## config.mk

```make
export PLATFORM = sky130hd
export DESIGN_NAME = pixelate_block_average_2x2_flat
export DESIGN_NICKNAME = d
export VERILOG_FILES = /design/src/hdl/pba2x2_pkg.sv /design/src/hdl/pba2x2_in_if.sv /design/src/hdl/pba2x2_out_if.sv /design/src/hdl/pba2x2_line_store.sv /design/src/hdl/pixelate_block_average_2x2.sv /design/src/flat_wrapper.sv
export SDC_FILE = /design/constraint.sdc
export NUM_CORES = 2
export LEC_CHECK = 0
export ABC_CLOCK_PERIOD_IN_PS = 29200
export BUFFER_PORTS_ARGS = -buffer_cell sky130_fd_sc_hd__buf_2
export CAP_MARGIN = 15
export CELL_PAD_IN_SITES_DETAIL_PLACEMENT = 2
export CELL_PAD_IN_SITES_GLOBAL_PLACEMENT = 2
export CORE_MARGIN = 3
export CORE_UTILIZATION = 54
export CTS_BUF_LIST = sky130_fd_sc_hd__clkbuf_4 sky130_fd_sc_hd__clkbuf_8
export CTS_CLUSTER_SIZE = 20
export DETAILED_ROUTE_END_ITERATION = 10
export GPL_ROUTABILITY_DRIVEN = 1
export HOLD_SLACK_MARGIN = 0.03
export PLACE_DENSITY = 0.91
export SYNTH_ARGS = -nofsm -noshare
export SYNTH_HDL_FRONTEND = slang
export SYNTH_SLANG_ARGS = --single-unit
export TNS_END_PERCENT = 20
```

## constraint.sdc

```tcl
create_clock -name clk -period 29.2 [get_ports clk]
set_clock_uncertainty 0.2 [all_clocks]
set_input_delay 1.46 -clock clk [delete_from_list [all_inputs] [get_ports clk]]
set_output_delay 1.46 -clock clk [all_outputs]
set_load 0.01 [all_outputs]
```

## src/hdl/pba2x2_pkg.sv

```systemverilog
// shared constants and types for the 2x2 block-average pixelator
package pba2x2_pkg;

  localparam int PIXEL_W = 8;
  localparam int SUM_W = 9;
  localparam int COORD_W = 9;
  localparam int CFG_W = 10;

  localparam int DEF_MAX_WIDTH = 512;
  localparam int DEF_MAX_HEIGHT = 512;

  localparam logic [CFG_W-1:0] CFG_SIZE_RESET = 10'd512;
  localparam logic [CFG_W-1:0] CFG_SIZE_MIN = 10'd2;

  localparam int APB_ADDR_W = 3;
  localparam int APB_DATA_W = 32;

  localparam logic REG_IMAGE_WIDTH = 1'b0;
  localparam logic REG_IMAGE_HEIGHT = 1'b1;

  typedef enum logic [1:0] {
    PH_TOP_LEFT,
    PH_TOP_RIGHT,
    PH_BOT_LEFT,
    PH_BOT_RIGHT
  } phase_t;

endpackage

```

## src/hdl/pba2x2_in_if.sv

```systemverilog
// pixel input channel
interface pba2x2_in_if;
  logic                               valid;
  logic                               ready;
  logic [pba2x2_pkg::PIXEL_W-1:0]     pixel_value;
  logic                               frame_start;

  modport source (output valid, output pixel_value, output frame_start, input ready);
  modport sink (input valid, input pixel_value, input frame_start, output ready);
endinterface

```

## src/hdl/pba2x2_out_if.sv

```systemverilog
// block-average result channel
interface pba2x2_out_if;
  logic                               valid;
  logic                               ready;
  logic [pba2x2_pkg::COORD_W-1:0]     out_row;
  logic [pba2x2_pkg::COORD_W-1:0]     out_col;
  logic [pba2x2_pkg::PIXEL_W-1:0]     out_value;
  logic                               block_last;

  modport source (output valid, output out_row, output out_col, output out_value,
                  output block_last, input ready);
  modport sink (input valid, input out_row, input out_col, input out_value,
                input block_last, output ready);
endinterface

```

## src/hdl/pba2x2_line_store.sv

```systemverilog
// half-row line store of even-row pair sums, registered read
module pba2x2_line_store #(
  parameter int MAX_WIDTH = pba2x2_pkg::DEF_MAX_WIDTH,
  localparam int DEPTH = (MAX_WIDTH + 1) / 2,
  localparam int AW = (DEPTH > 1) ? $clog2(DEPTH) : 1
) (
  input  logic                          clk,
  input  logic                          wr_en,
  input  logic                          rd_en,
  input  logic [AW-1:0]                 addr,
  input  logic [pba2x2_pkg::SUM_W-1:0]  wdata,
  output logic [pba2x2_pkg::SUM_W-1:0]  rdata
);

  logic [pba2x2_pkg::SUM_W-1:0] mem [DEPTH];

  always_ff @(posedge clk) begin
    if (wr_en) begin
      mem[addr] <= wdata;
    end
  end

  always_ff @(posedge clk) begin
    if (rd_en) begin
      rdata <= mem[addr];
    end
  end

endmodule

```

## src/hdl/pixelate_block_average_2x2.sv

```systemverilog
// top level: 2x2 block-average pixelator with line store and result burst
// a completed block passes stage one, then the burst register, which offers its words
// throughput: one pixel per cycle on even rows while stage one is free; on odd rows the
//   pixel rate is bounded by the four-word result burst of each completed block
// reset: counters, pair sum and size registers (512) are set; the line store is not
//   cleared, an even row always writes an entry before the odd row reads it
module pixelate_block_average_2x2 #(
  parameter int MAX_WIDTH = pba2x2_pkg::DEF_MAX_WIDTH,
  parameter int MAX_HEIGHT = pba2x2_pkg::DEF_MAX_HEIGHT
) (
  input  logic                               clk,
  input  logic                               rst,
  pba2x2_in_if.sink                          pixels,
  pba2x2_out_if.source                       results,
  input  logic                               psel,
  input  logic                               penable,
  input  logic                               pwrite,
  input  logic [pba2x2_pkg::APB_ADDR_W-1:0]  paddr,
  input  logic [pba2x2_pkg::APB_DATA_W-1:0]  pwdata,
  output logic [pba2x2_pkg::APB_DATA_W-1:0]  prdata,
  output logic                               pready
);

  localparam int CFG_W = pba2x2_pkg::CFG_W;
  localparam int COORD_W = pba2x2_pkg::COORD_W;
  localparam int SUM_W = pba2x2_pkg::SUM_W;
  localparam int PIXEL_W = pba2x2_pkg::PIXEL_W;
  localparam int CW = $clog2(MAX_WIDTH);
  localparam int RW = $clog2(MAX_HEIGHT);
  localparam int CRW = (CW > RW) ? CW : RW;
  localparam int SW = (CRW + 1 > CFG_W) ? CRW + 1 : CFG_W;
  localparam int XW = (CRW > COORD_W) ? CRW : COORD_W;
  localparam int DEPTH = (MAX_WIDTH + 1) / 2;
  localparam int AW = (DEPTH > 1) ? $clog2(DEPTH) : 1;

  // configuration registers
  logic [CFG_W-1:0] image_width;
  logic [CFG_W-1:0] image_height;
  logic             cfg_wr;

  assign pready = 1'b1;
  assign cfg_wr = psel && penable && pwrite;

  always_ff @(posedge clk) begin
    if (rst) begin
      image_width <= pba2x2_pkg::CFG_SIZE_RESET;
      image_height <= pba2x2_pkg::CFG_SIZE_RESET;
    end else if (cfg_wr) begin
      unique case (paddr[2])
        pba2x2_pkg::REG_IMAGE_WIDTH:  image_width <= pwdata[CFG_W-1:0];
        pba2x2_pkg::REG_IMAGE_HEIGHT: image_height <= pwdata[CFG_W-1:0];
        default: ;
      endcase
    end
  end

  always_comb begin
    unique case (paddr[2])
      pba2x2_pkg::REG_IMAGE_WIDTH:  prdata = {{(32-CFG_W){1'b0}}, image_width};
      pba2x2_pkg::REG_IMAGE_HEIGHT: prdata = {{(32-CFG_W){1'b0}}, image_height};
      default:                      prdata = '0;
    endcase
  end

  // clamped sizes
  logic [SW-1:0] w_use;
  logic [SW-1:0] h_use;

  always_comb begin
    w_use = SW'(image_width);
    if (image_width < pba2x2_pkg::CFG_SIZE_MIN) begin
      w_use = SW'(pba2x2_pkg::CFG_SIZE_MIN);
    end else if (w_use > SW'(MAX_WIDTH)) begin
      w_use = SW'(MAX_WIDTH);
    end
    h_use = SW'(image_height);
    if (image_height < pba2x2_pkg::CFG_SIZE_MIN) begin
      h_use = SW'(pba2x2_pkg::CFG_SIZE_MIN);
    end else if (h_use > SW'(MAX_HEIGHT)) begin
      h_use = SW'(MAX_HEIGHT);
    end
  end

  // raster position of the incoming pixel
  logic [CW-1:0]    column_count;
  logic [RW-1:0]    row_count;
  logic [SUM_W-1:0] pair_sum;
  logic [SW-1:0]    cur_col;
  logic [SW-1:0]    cur_row;
  logic [SW-1:0]    col_inc;
  logic [SW-1:0]    row_inc;
  logic [CW-1:0]    column_count_next;
  logic [RW-1:0]    row_count_next;
  logic [SUM_W-1:0] pair_sum_next;

  always_comb begin
    cur_col = pixels.frame_start ? '0 : SW'(column_count);
    cur_row = pixels.frame_start ? '0 : SW'(row_count);
    if (cur_col >= w_use) begin
      cur_col = '0;
      cur_row = cur_row + SW'(1);
    end
    if (cur_row >= h_use) begin
      cur_row = '0;
    end
    col_inc = cur_col + SW'(1);
    row_inc = cur_row + SW'(1);
    if (col_inc >= w_use) begin
      column_count_next = '0;
      row_count_next = (row_inc >= h_use) ? '0 : RW'(row_inc);
    end else begin
      column_count_next = CW'(col_inc);
      row_count_next = RW'(cur_row);
    end
    pair_sum_next = cur_col[0] ? pair_sum + SUM_W'(pixels.pixel_value)
                               : SUM_W'(pixels.pixel_value);
  end

  logic in_fire;
  logic st_wr;
  logic st_rd;
  logic [AW-1:0] st_addr;
  logic [SUM_W-1:0] st_rdata;

  assign in_fire = pixels.valid && pixels.ready;
  assign st_wr = in_fire && cur_col[0] && !cur_row[0];
  assign st_rd = in_fire && cur_col[0] && cur_row[0];
  assign st_addr = cur_col[AW:1];

  always_ff @(posedge clk) begin
    if (rst) begin
      column_count <= '0;
      row_count <= '0;
      pair_sum <= '0;
    end else if (in_fire) begin
      column_count <= column_count_next;
      row_count <= row_count_next;
      pair_sum <= pair_sum_next;
    end
  end

  pba2x2_line_store #(
    .MAX_WIDTH(MAX_WIDTH)
  ) u_line_store (
    .clk   (clk),
    .wr_en (st_wr),
    .rd_en (st_rd),
    .addr  (st_addr),
    .wdata (pair_sum_next),
    .rdata (st_rdata)
  );

  // stage one: completed block held with its line store word until the burst register takes it
  logic             s1_valid;
  logic [XW-1:0]    s1_row;
  logic [XW-1:0]    s1_col;
  logic [SUM_W-1:0] s1_pair;
  logic             s1_move;

  // result burst register
  logic                 blk_valid;
  pba2x2_pkg::phase_t   blk_phase;
  pba2x2_pkg::phase_t   blk_phase_next;
  logic [XW-1:0]        blk_row;
  logic [XW-1:0]        blk_col;
  logic [PIXEL_W-1:0]   blk_avg;
  logic                 out_fire;
  logic                 blk_done;
  logic [SUM_W:0]       block_sum;
  logic [XW-1:0]        row_m1;
  logic [XW-1:0]        col_m1;

  assign out_fire = blk_valid && results.ready;
  assign blk_done = out_fire && (blk_phase == pba2x2_pkg::PH_BOT_RIGHT);
  assign s1_move = s1_valid && (!blk_valid || blk_done);
  assign pixels.ready = !s1_valid || s1_move;
  assign block_sum = (SUM_W+1)'(st_rdata) + (SUM_W+1)'(s1_pair);

  always_ff @(posedge clk) begin
    if (rst) begin
      s1_valid <= 1'b0;
    end else if (st_rd) begin
      s1_valid <= 1'b1;
    end else if (s1_move) begin
      s1_valid <= 1'b0;
    end
  end

  always_ff @(posedge clk) begin
    if (st_rd) begin
      s1_row <= XW'(cur_row);
      s1_col <= XW'(cur_col);
      s1_pair <= pair_sum_next;
    end
  end

  always_comb begin
    unique case (blk_phase)
      pba2x2_pkg::PH_TOP_LEFT:  blk_phase_next = pba2x2_pkg::PH_TOP_RIGHT;
      pba2x2_pkg::PH_TOP_RIGHT: blk_phase_next = pba2x2_pkg::PH_BOT_LEFT;
      pba2x2_pkg::PH_BOT_LEFT:  blk_phase_next = pba2x2_pkg::PH_BOT_RIGHT;
      pba2x2_pkg::PH_BOT_RIGHT: blk_phase_next = pba2x2_pkg::PH_TOP_LEFT;
      default:                  blk_phase_next = pba2x2_pkg::PH_TOP_LEFT;
    endcase
  end

  always_ff @(posedge clk) begin
    if (rst) begin
      blk_valid <= 1'b0;
      blk_phase <= pba2x2_pkg::PH_TOP_LEFT;
    end else if (s1_move) begin
      blk_valid <= 1'b1;
      blk_phase <= pba2x2_pkg::PH_TOP_LEFT;
    end else if (blk_done) begin
      blk_valid <= 1'b0;
      blk_phase <= pba2x2_pkg::PH_TOP_LEFT;
    end else if (out_fire) begin
      blk_phase <= blk_phase_next;
    end
  end

  always_ff @(posedge clk) begin
    if (s1_move) begin
      blk_row <= s1_row;
      blk_col <= s1_col;
      blk_avg <= block_sum[SUM_W:2];
    end
  end

  assign row_m1 = blk_row - XW'(1);
  assign col_m1 = blk_col - XW'(1);

  always_comb begin
    results.valid = blk_valid;
    results.out_value = blk_avg;
    results.block_last = (blk_phase == pba2x2_pkg::PH_BOT_RIGHT);
    if (blk_phase == pba2x2_pkg::PH_BOT_LEFT || blk_phase == pba2x2_pkg::PH_BOT_RIGHT) begin
      results.out_row = blk_row[COORD_W-1:0];
    end else begin
      results.out_row = row_m1[COORD_W-1:0];
    end
    if (blk_phase == pba2x2_pkg::PH_TOP_RIGHT || blk_phase == pba2x2_pkg::PH_BOT_RIGHT) begin
      results.out_col = blk_col[COORD_W-1:0];
    end else begin
      results.out_col = col_m1[COORD_W-1:0];
    end
  end

endmodule

```

## src/flat_wrapper.sv

```systemverilog
// flat-port wrapper written by rule: the top's interface ports become plain ports
module pixelate_block_average_2x2_flat 
#(
  parameter int MAX_WIDTH = pba2x2_pkg::DEF_MAX_WIDTH,
  parameter int MAX_HEIGHT = pba2x2_pkg::DEF_MAX_HEIGHT
)
  (clk, rst, psel, penable, pwrite, paddr, pwdata, prdata, pready, pixels_valid, pixels_pixel_value, pixels_frame_start, pixels_ready, results_valid, results_out_row, results_out_col, results_out_value, results_block_last, results_ready);
  pba2x2_in_if pixels_i ();
  pba2x2_out_if results_i ();
  input  logic clk;
  input  logic rst;
  input  logic psel;
  input  logic penable;
  input  logic pwrite;
  input  logic [pba2x2_pkg::APB_ADDR_W-1:0] paddr;
  input  logic [pba2x2_pkg::APB_DATA_W-1:0] pwdata;
  output logic [pba2x2_pkg::APB_DATA_W-1:0] prdata;
  output logic pready;
  input wire logic [$bits(pixels_i.valid)-1:0] pixels_valid;
  input wire logic [$bits(pixels_i.pixel_value)-1:0] pixels_pixel_value;
  input wire logic [$bits(pixels_i.frame_start)-1:0] pixels_frame_start;
  output wire logic [$bits(pixels_i.ready)-1:0] pixels_ready;
  output wire logic [$bits(results_i.valid)-1:0] results_valid;
  output wire logic [$bits(results_i.out_row)-1:0] results_out_row;
  output wire logic [$bits(results_i.out_col)-1:0] results_out_col;
  output wire logic [$bits(results_i.out_value)-1:0] results_out_value;
  output wire logic [$bits(results_i.block_last)-1:0] results_block_last;
  input wire logic [$bits(results_i.ready)-1:0] results_ready;
  assign pixels_i.valid = pixels_valid;
  assign pixels_i.pixel_value = pixels_pixel_value;
  assign pixels_i.frame_start = pixels_frame_start;
  assign pixels_ready = pixels_i.ready;
  assign results_valid = results_i.valid;
  assign results_out_row = results_i.out_row;
  assign results_out_col = results_i.out_col;
  assign results_out_value = results_i.out_value;
  assign results_block_last = results_i.block_last;
  assign results_i.ready = results_ready;
  pixelate_block_average_2x2 #(.MAX_WIDTH(MAX_WIDTH), .MAX_HEIGHT(MAX_HEIGHT)) u_core (.clk(clk), .rst(rst), .pixels(pixels_i), .results(results_i), .psel(psel), .penable(penable), .pwrite(pwrite), .paddr(paddr), .pwdata(pwdata), .prdata(prdata), .pready(pready));
endmodule
```

==> results_dict.tcl, run 1 <==
set metrics [dict create \
    ys_types 81 \
    yosys_warnings 0 \
    rows 152 \
    synth_top_area_share_pct 76.0 \
    pin_count 113 \
    chipHeight_um 422 \
    synth_edf_count 2366 \
    error "[ERROR DPL-0033] detailed placement checks failed during check placement." \
    synth_area_per_cell_um2 16.5 \
    outcome "aborted with a tool error" \
    ys_seq_elements 2417 \
    netlist_area_um2 93500 \
    dp_hpwl_um 288000 \
    io_buffers 65 \
    lastStage "3_5_place_dp" \
    synth.yosys.seq_area_share_pct 77.1 \
    gp_congestion 0.916 \
    initial_core_util_pct 54.4 \
    synth-main-ff-cell "edfxtp_1" \
    yosys-top-cells-area "edfxtp_1 (76%), a222oi_1 (4.7%), mux2_2 (3.6%)" \
    postSynthCellCount 5652 \
    ys_async_sr_fraction_pct 0 \
    yosysTopAreaCell "edfxtp_1" \
    die_width_um 422 \
]
[cell usage after synthesis, drive strengths merged (6+ instances only)]
master  count
clkbuf    173
o21a       13
mux2      300
a31oi      11
edfxtp   2366
or4         6
buf       226
nor2      365
o22ai     158
mux2i      35
o31ai       9
o21ai      97
xor2       14
a21o       13
a221oi     14
a222oi    441
nor4       67
a21oi     333
nor2b      11
nand4      10
nand2b     19
and2        6
inv        40
dfxtp      51
xnor2      24
nand3      50
ha         64
o211ai     18
nor3       52
nand2     370
a22o       21
a21boi     15
a22oi     191
a211oi     11
[kinds of logic after synthesis]
| family | synth area share (%) |
|---|---|
| and+or+nand+nor | 4.40 |
| buffers and inverters | 2.04 |
| other | 0.00804 |
| DFF | 77.1 |
| AOI/OAI and AO/OA | 11.2 |
| muxes | 3.99 |
| xor gates and xnor gates | 0.356 |
| adders and majority gates | 0.878 |
[through the flow]
step | setup slack [ns] | cells | instance area, um^2
2_1_floorplan | 12.58 | 5673 | 93500
3_3_place_gp | 18.65 | 7776 | 96400
==> run 2, diff against run 1 <==
--- a/config.mk
+++ b/config.mk
@@ -8,16 +8,11 @@
 export ABC_CLOCK_PERIOD_IN_PS = 29200
 export BUFFER_PORTS_ARGS = -buffer_cell sky130_fd_sc_hd__buf_2
 export CAP_MARGIN = 15
-export CELL_PAD_IN_SITES_DETAIL_PLACEMENT = 2
-export CELL_PAD_IN_SITES_GLOBAL_PLACEMENT = 2
 export CORE_MARGIN = 3
-export CORE_UTILIZATION = 54
-export CTS_BUF_LIST = sky130_fd_sc_hd__clkbuf_4 sky130_fd_sc_hd__clkbuf_8
-export CTS_CLUSTER_SIZE = 20
+export CORE_UTILIZATION = 40
 export DETAILED_ROUTE_END_ITERATION = 10
 export GPL_ROUTABILITY_DRIVEN = 1
-export HOLD_SLACK_MARGIN = 0.03
-export PLACE_DENSITY = 0.91
+export PLACE_DENSITY_LB_ADDON = 0.15
 export SYNTH_ARGS = -nofsm -noshare
 export SYNTH_HDL_FRONTEND = slang
 export SYNTH_SLANG_ARGS = --single-unit
==> run 2 against run 1 <==
  * Area after synthesis did not move
  * The flow now finishes without violations
  * Synthesized cell count did not move
==> results_dict.tcl, run 2 <==
set metrics [dict create \
    cts_sinks 2417 \
    area_growth_pct 12.4 \
    synth_common_cells "edfxtp_1 (2366), a222oi_1 (441), nand2_1 (369)" \
    reg.largest.list "u_core.u_line_store.mem (2304), u_core.image_height (10), u_core.image_width (10)" \
    layout_common_cells "edfxtp_1 (2366), a222oi_1 (441), nand2_1 (367)" \
    timing.rr.start "u_core.image_width[5]" \
    htreeDepth 4 \
    fin_crit_ns 9.55 \
    clk_pin_slew_ns 0.06 \
    leakagePower_uw 0.0317 \
    io_buffers 65 \
    ys_async_sr_fraction_pct 0 \
    yosys_warnings 0 \
    routedWlPerCell_um 32.4 \
    min_delay_worst_endpoint "u_core.blk_row[0]" \
    drt_first_pass_iters 10 \
    grt_pass1_wl_um 407000 \
    max_clock_freq_ghz 0.105 \
    cts_root_buffer "clkbuf_16" \
    critPathKind "input pin to flip-flop" \
    startpoint_type "input pin" \
    numCtsBuffers 240 \
    layout_commonest_cell "edfxtp_1" \
    reg2reg_depth 32 \
    end_kind "flip-flop" \
    rsz0062_at_grt "false" \
    grt_max_degree 194 \
    min_period_over_period_pct 32.7 \
    pin_count 113 \
    drv_cap 0 \
    grt_overflow 0 \
    clk_latency_ns 0.91 \
    drive_gt1_share_pct 15.2 \
    ctsHoldBuffers 0 \
    r2r_slack_ns 19.86 \
    cts_max_path_buffers 3 \
    grt_pass1_vias 53400 \
    initialDrtViolationCount 7831 \
    die_area_um2 239000 \
    tns_ns 0 \
    cts_tree "yes" \
    synth.yosys.seq_area_share_pct 77.1 \
    utilization_pct 45.4 \
    required_ns 29.82 \
    die_width_um 489 \
    yosysMostFrequentCell "edfxtp_1" \
    postCtsSetupBuffers 0 \
    crit_path_max_incr_delay_ns 0.74 \
    ys_types 81 \
    wl_um 290000 \
    dp_hpwl_um 168000 \
    ant_nets 0 \
    r2r-end "u_core.row_count[7]" \
    synth-main-ff-cell "edfxtp_1" \
    cp.arrival_ns 10.17 \
    finalHoldViolCount 0 \
    num_vias 55000 \
    tightest_slew_ns 1.38 \
    drv_slew 0 \
    core-area_um2 231000 \
    crit_slowest_cell "nand2_2" \
    cts_resized 0 \
    worst_hold_path.num_cells 0 \
    yosysTopAreaCell "edfxtp_1" \
    slew-limit-headroom_pct 7.83 \
    top_register "u_core.u_line_store.mem" \
    p_per_area_nw_per_um2 67.2 \
    chipHeight_um 489 \
    grt_antenna_before_repair 13 \
    min_from "u_core.s1_row[0]" \
    netlist_area_um2 93500 \
    synth_area_per_cell_um2 16.5 \
    outcome "complete, no violations" \
    nets 5839 \
    vdd_ir_drop_max_uv 69.8 \
    initial_core_util_pct 40.4 \
    routed_via_density 6.14 \
    drc_errors 0 \
    setup_violations 0 \
    synth_edf_count 2366 \
    ys_seq_elements 2417 \
    synth_top_area_share_pct 76.0 \
    gp_congestion 0.867 \
    yosys-top-cells-area "edfxtp_1 (76%), a222oi_1 (4.7%), mux2_2 (3.6%)" \
    hold_class "flip-flop to flip-flop" \
    grt_use_total_pct 23.6 \
    largest_reg_flops 2304 \
    critPathMaxFanout 26 \
    postSynthCellCount 5652 \
    rows 176 \
]
-- run 2: cell counts after synthesis --
Identical to the previous run, type by type.
-- run 2: worst max path at each step --
stage                             startpoint             endpoint  slack [ns]
after CTS                 pixels_frame_start  u_core.row_count[2]       19.75
after detailed placement  pixels_frame_start  u_core.row_count[7]       18.80
final                     pixels_frame_start  u_core.row_count[7]       19.65
after global placement    pixels_frame_start  u_core.row_count[7]       18.70
after global routing      pixels_frame_start  u_core.row_count[0]       19.05
after floorplan           pixels_frame_start    u_core.s1_pair[6]       12.58
-- run 2: report_power, final --
part           internal [uW]  total (uW)  switching [uW]
clock network           1700        3010            1310
registers               3850        3850            3.24
logic                   40.8         201             160
total                   5580        7060            1480
-- run 2: cell type report --
type                       count  area [um^2]
clock inverter               142         1220
antenna                        5         12.5
timing repair buffer         207         1550
sequential                  2417        72100
fill                       20000       126000
multi-input combinational   2816        19800
inverter                      41          161
clock buffer                 297         6370
tap                         3026         3790
-- run 2: cells by family (layout without fill, tap and decap cells) --
group	after synthesis	in the layout	synth area share, %
compound gates	1390	1390	11.2
xor+xnor	38	38	0.356
fa+ha+maj	65	65	0.878
buf+inv	440	687	2.04
flops	2417	2417	77.1
mux	335	335	3.99
other cells	2	28	0.00804
simple gates	965	965	4.40
-- run 2: per-layer routing --
metal,GRT usage (%),share of wire [%],up-vias
met5,0.423,0.068,-
met4,7.90,3.5,4
met3,4.86,9.1,443
met2,36.9,46,2736
met1,33.0,41,28500
li1,-,-,23300
-- run 2: worst max-delay path: cells and delay by family --
family	cells	cell delay (ns)
compound gates	16	3.93
simple gates	5	1.95
fa+ha+maj	4	1.17
buf+inv	4	0.83
mux	1	0.61
xor+xnor	1	0.18
-- run 2: metrics by stage --
stage	hold WS [ns]	setup slack, ns	power, uW	cells	cell area, um^2
floorplan	0.200	12.58	4070	5673	93500
global placement	0.204	18.70	4120	8504	97400
detailed placement	0.205	18.80	4120	8504	97400
CTS	0.217	19.75	7100	8943	105000
global route	0.224	19.05	7250	8947	105000
finish	0.218	19.65	7060	8951	105000
Power figures use the tool's default switching activity.
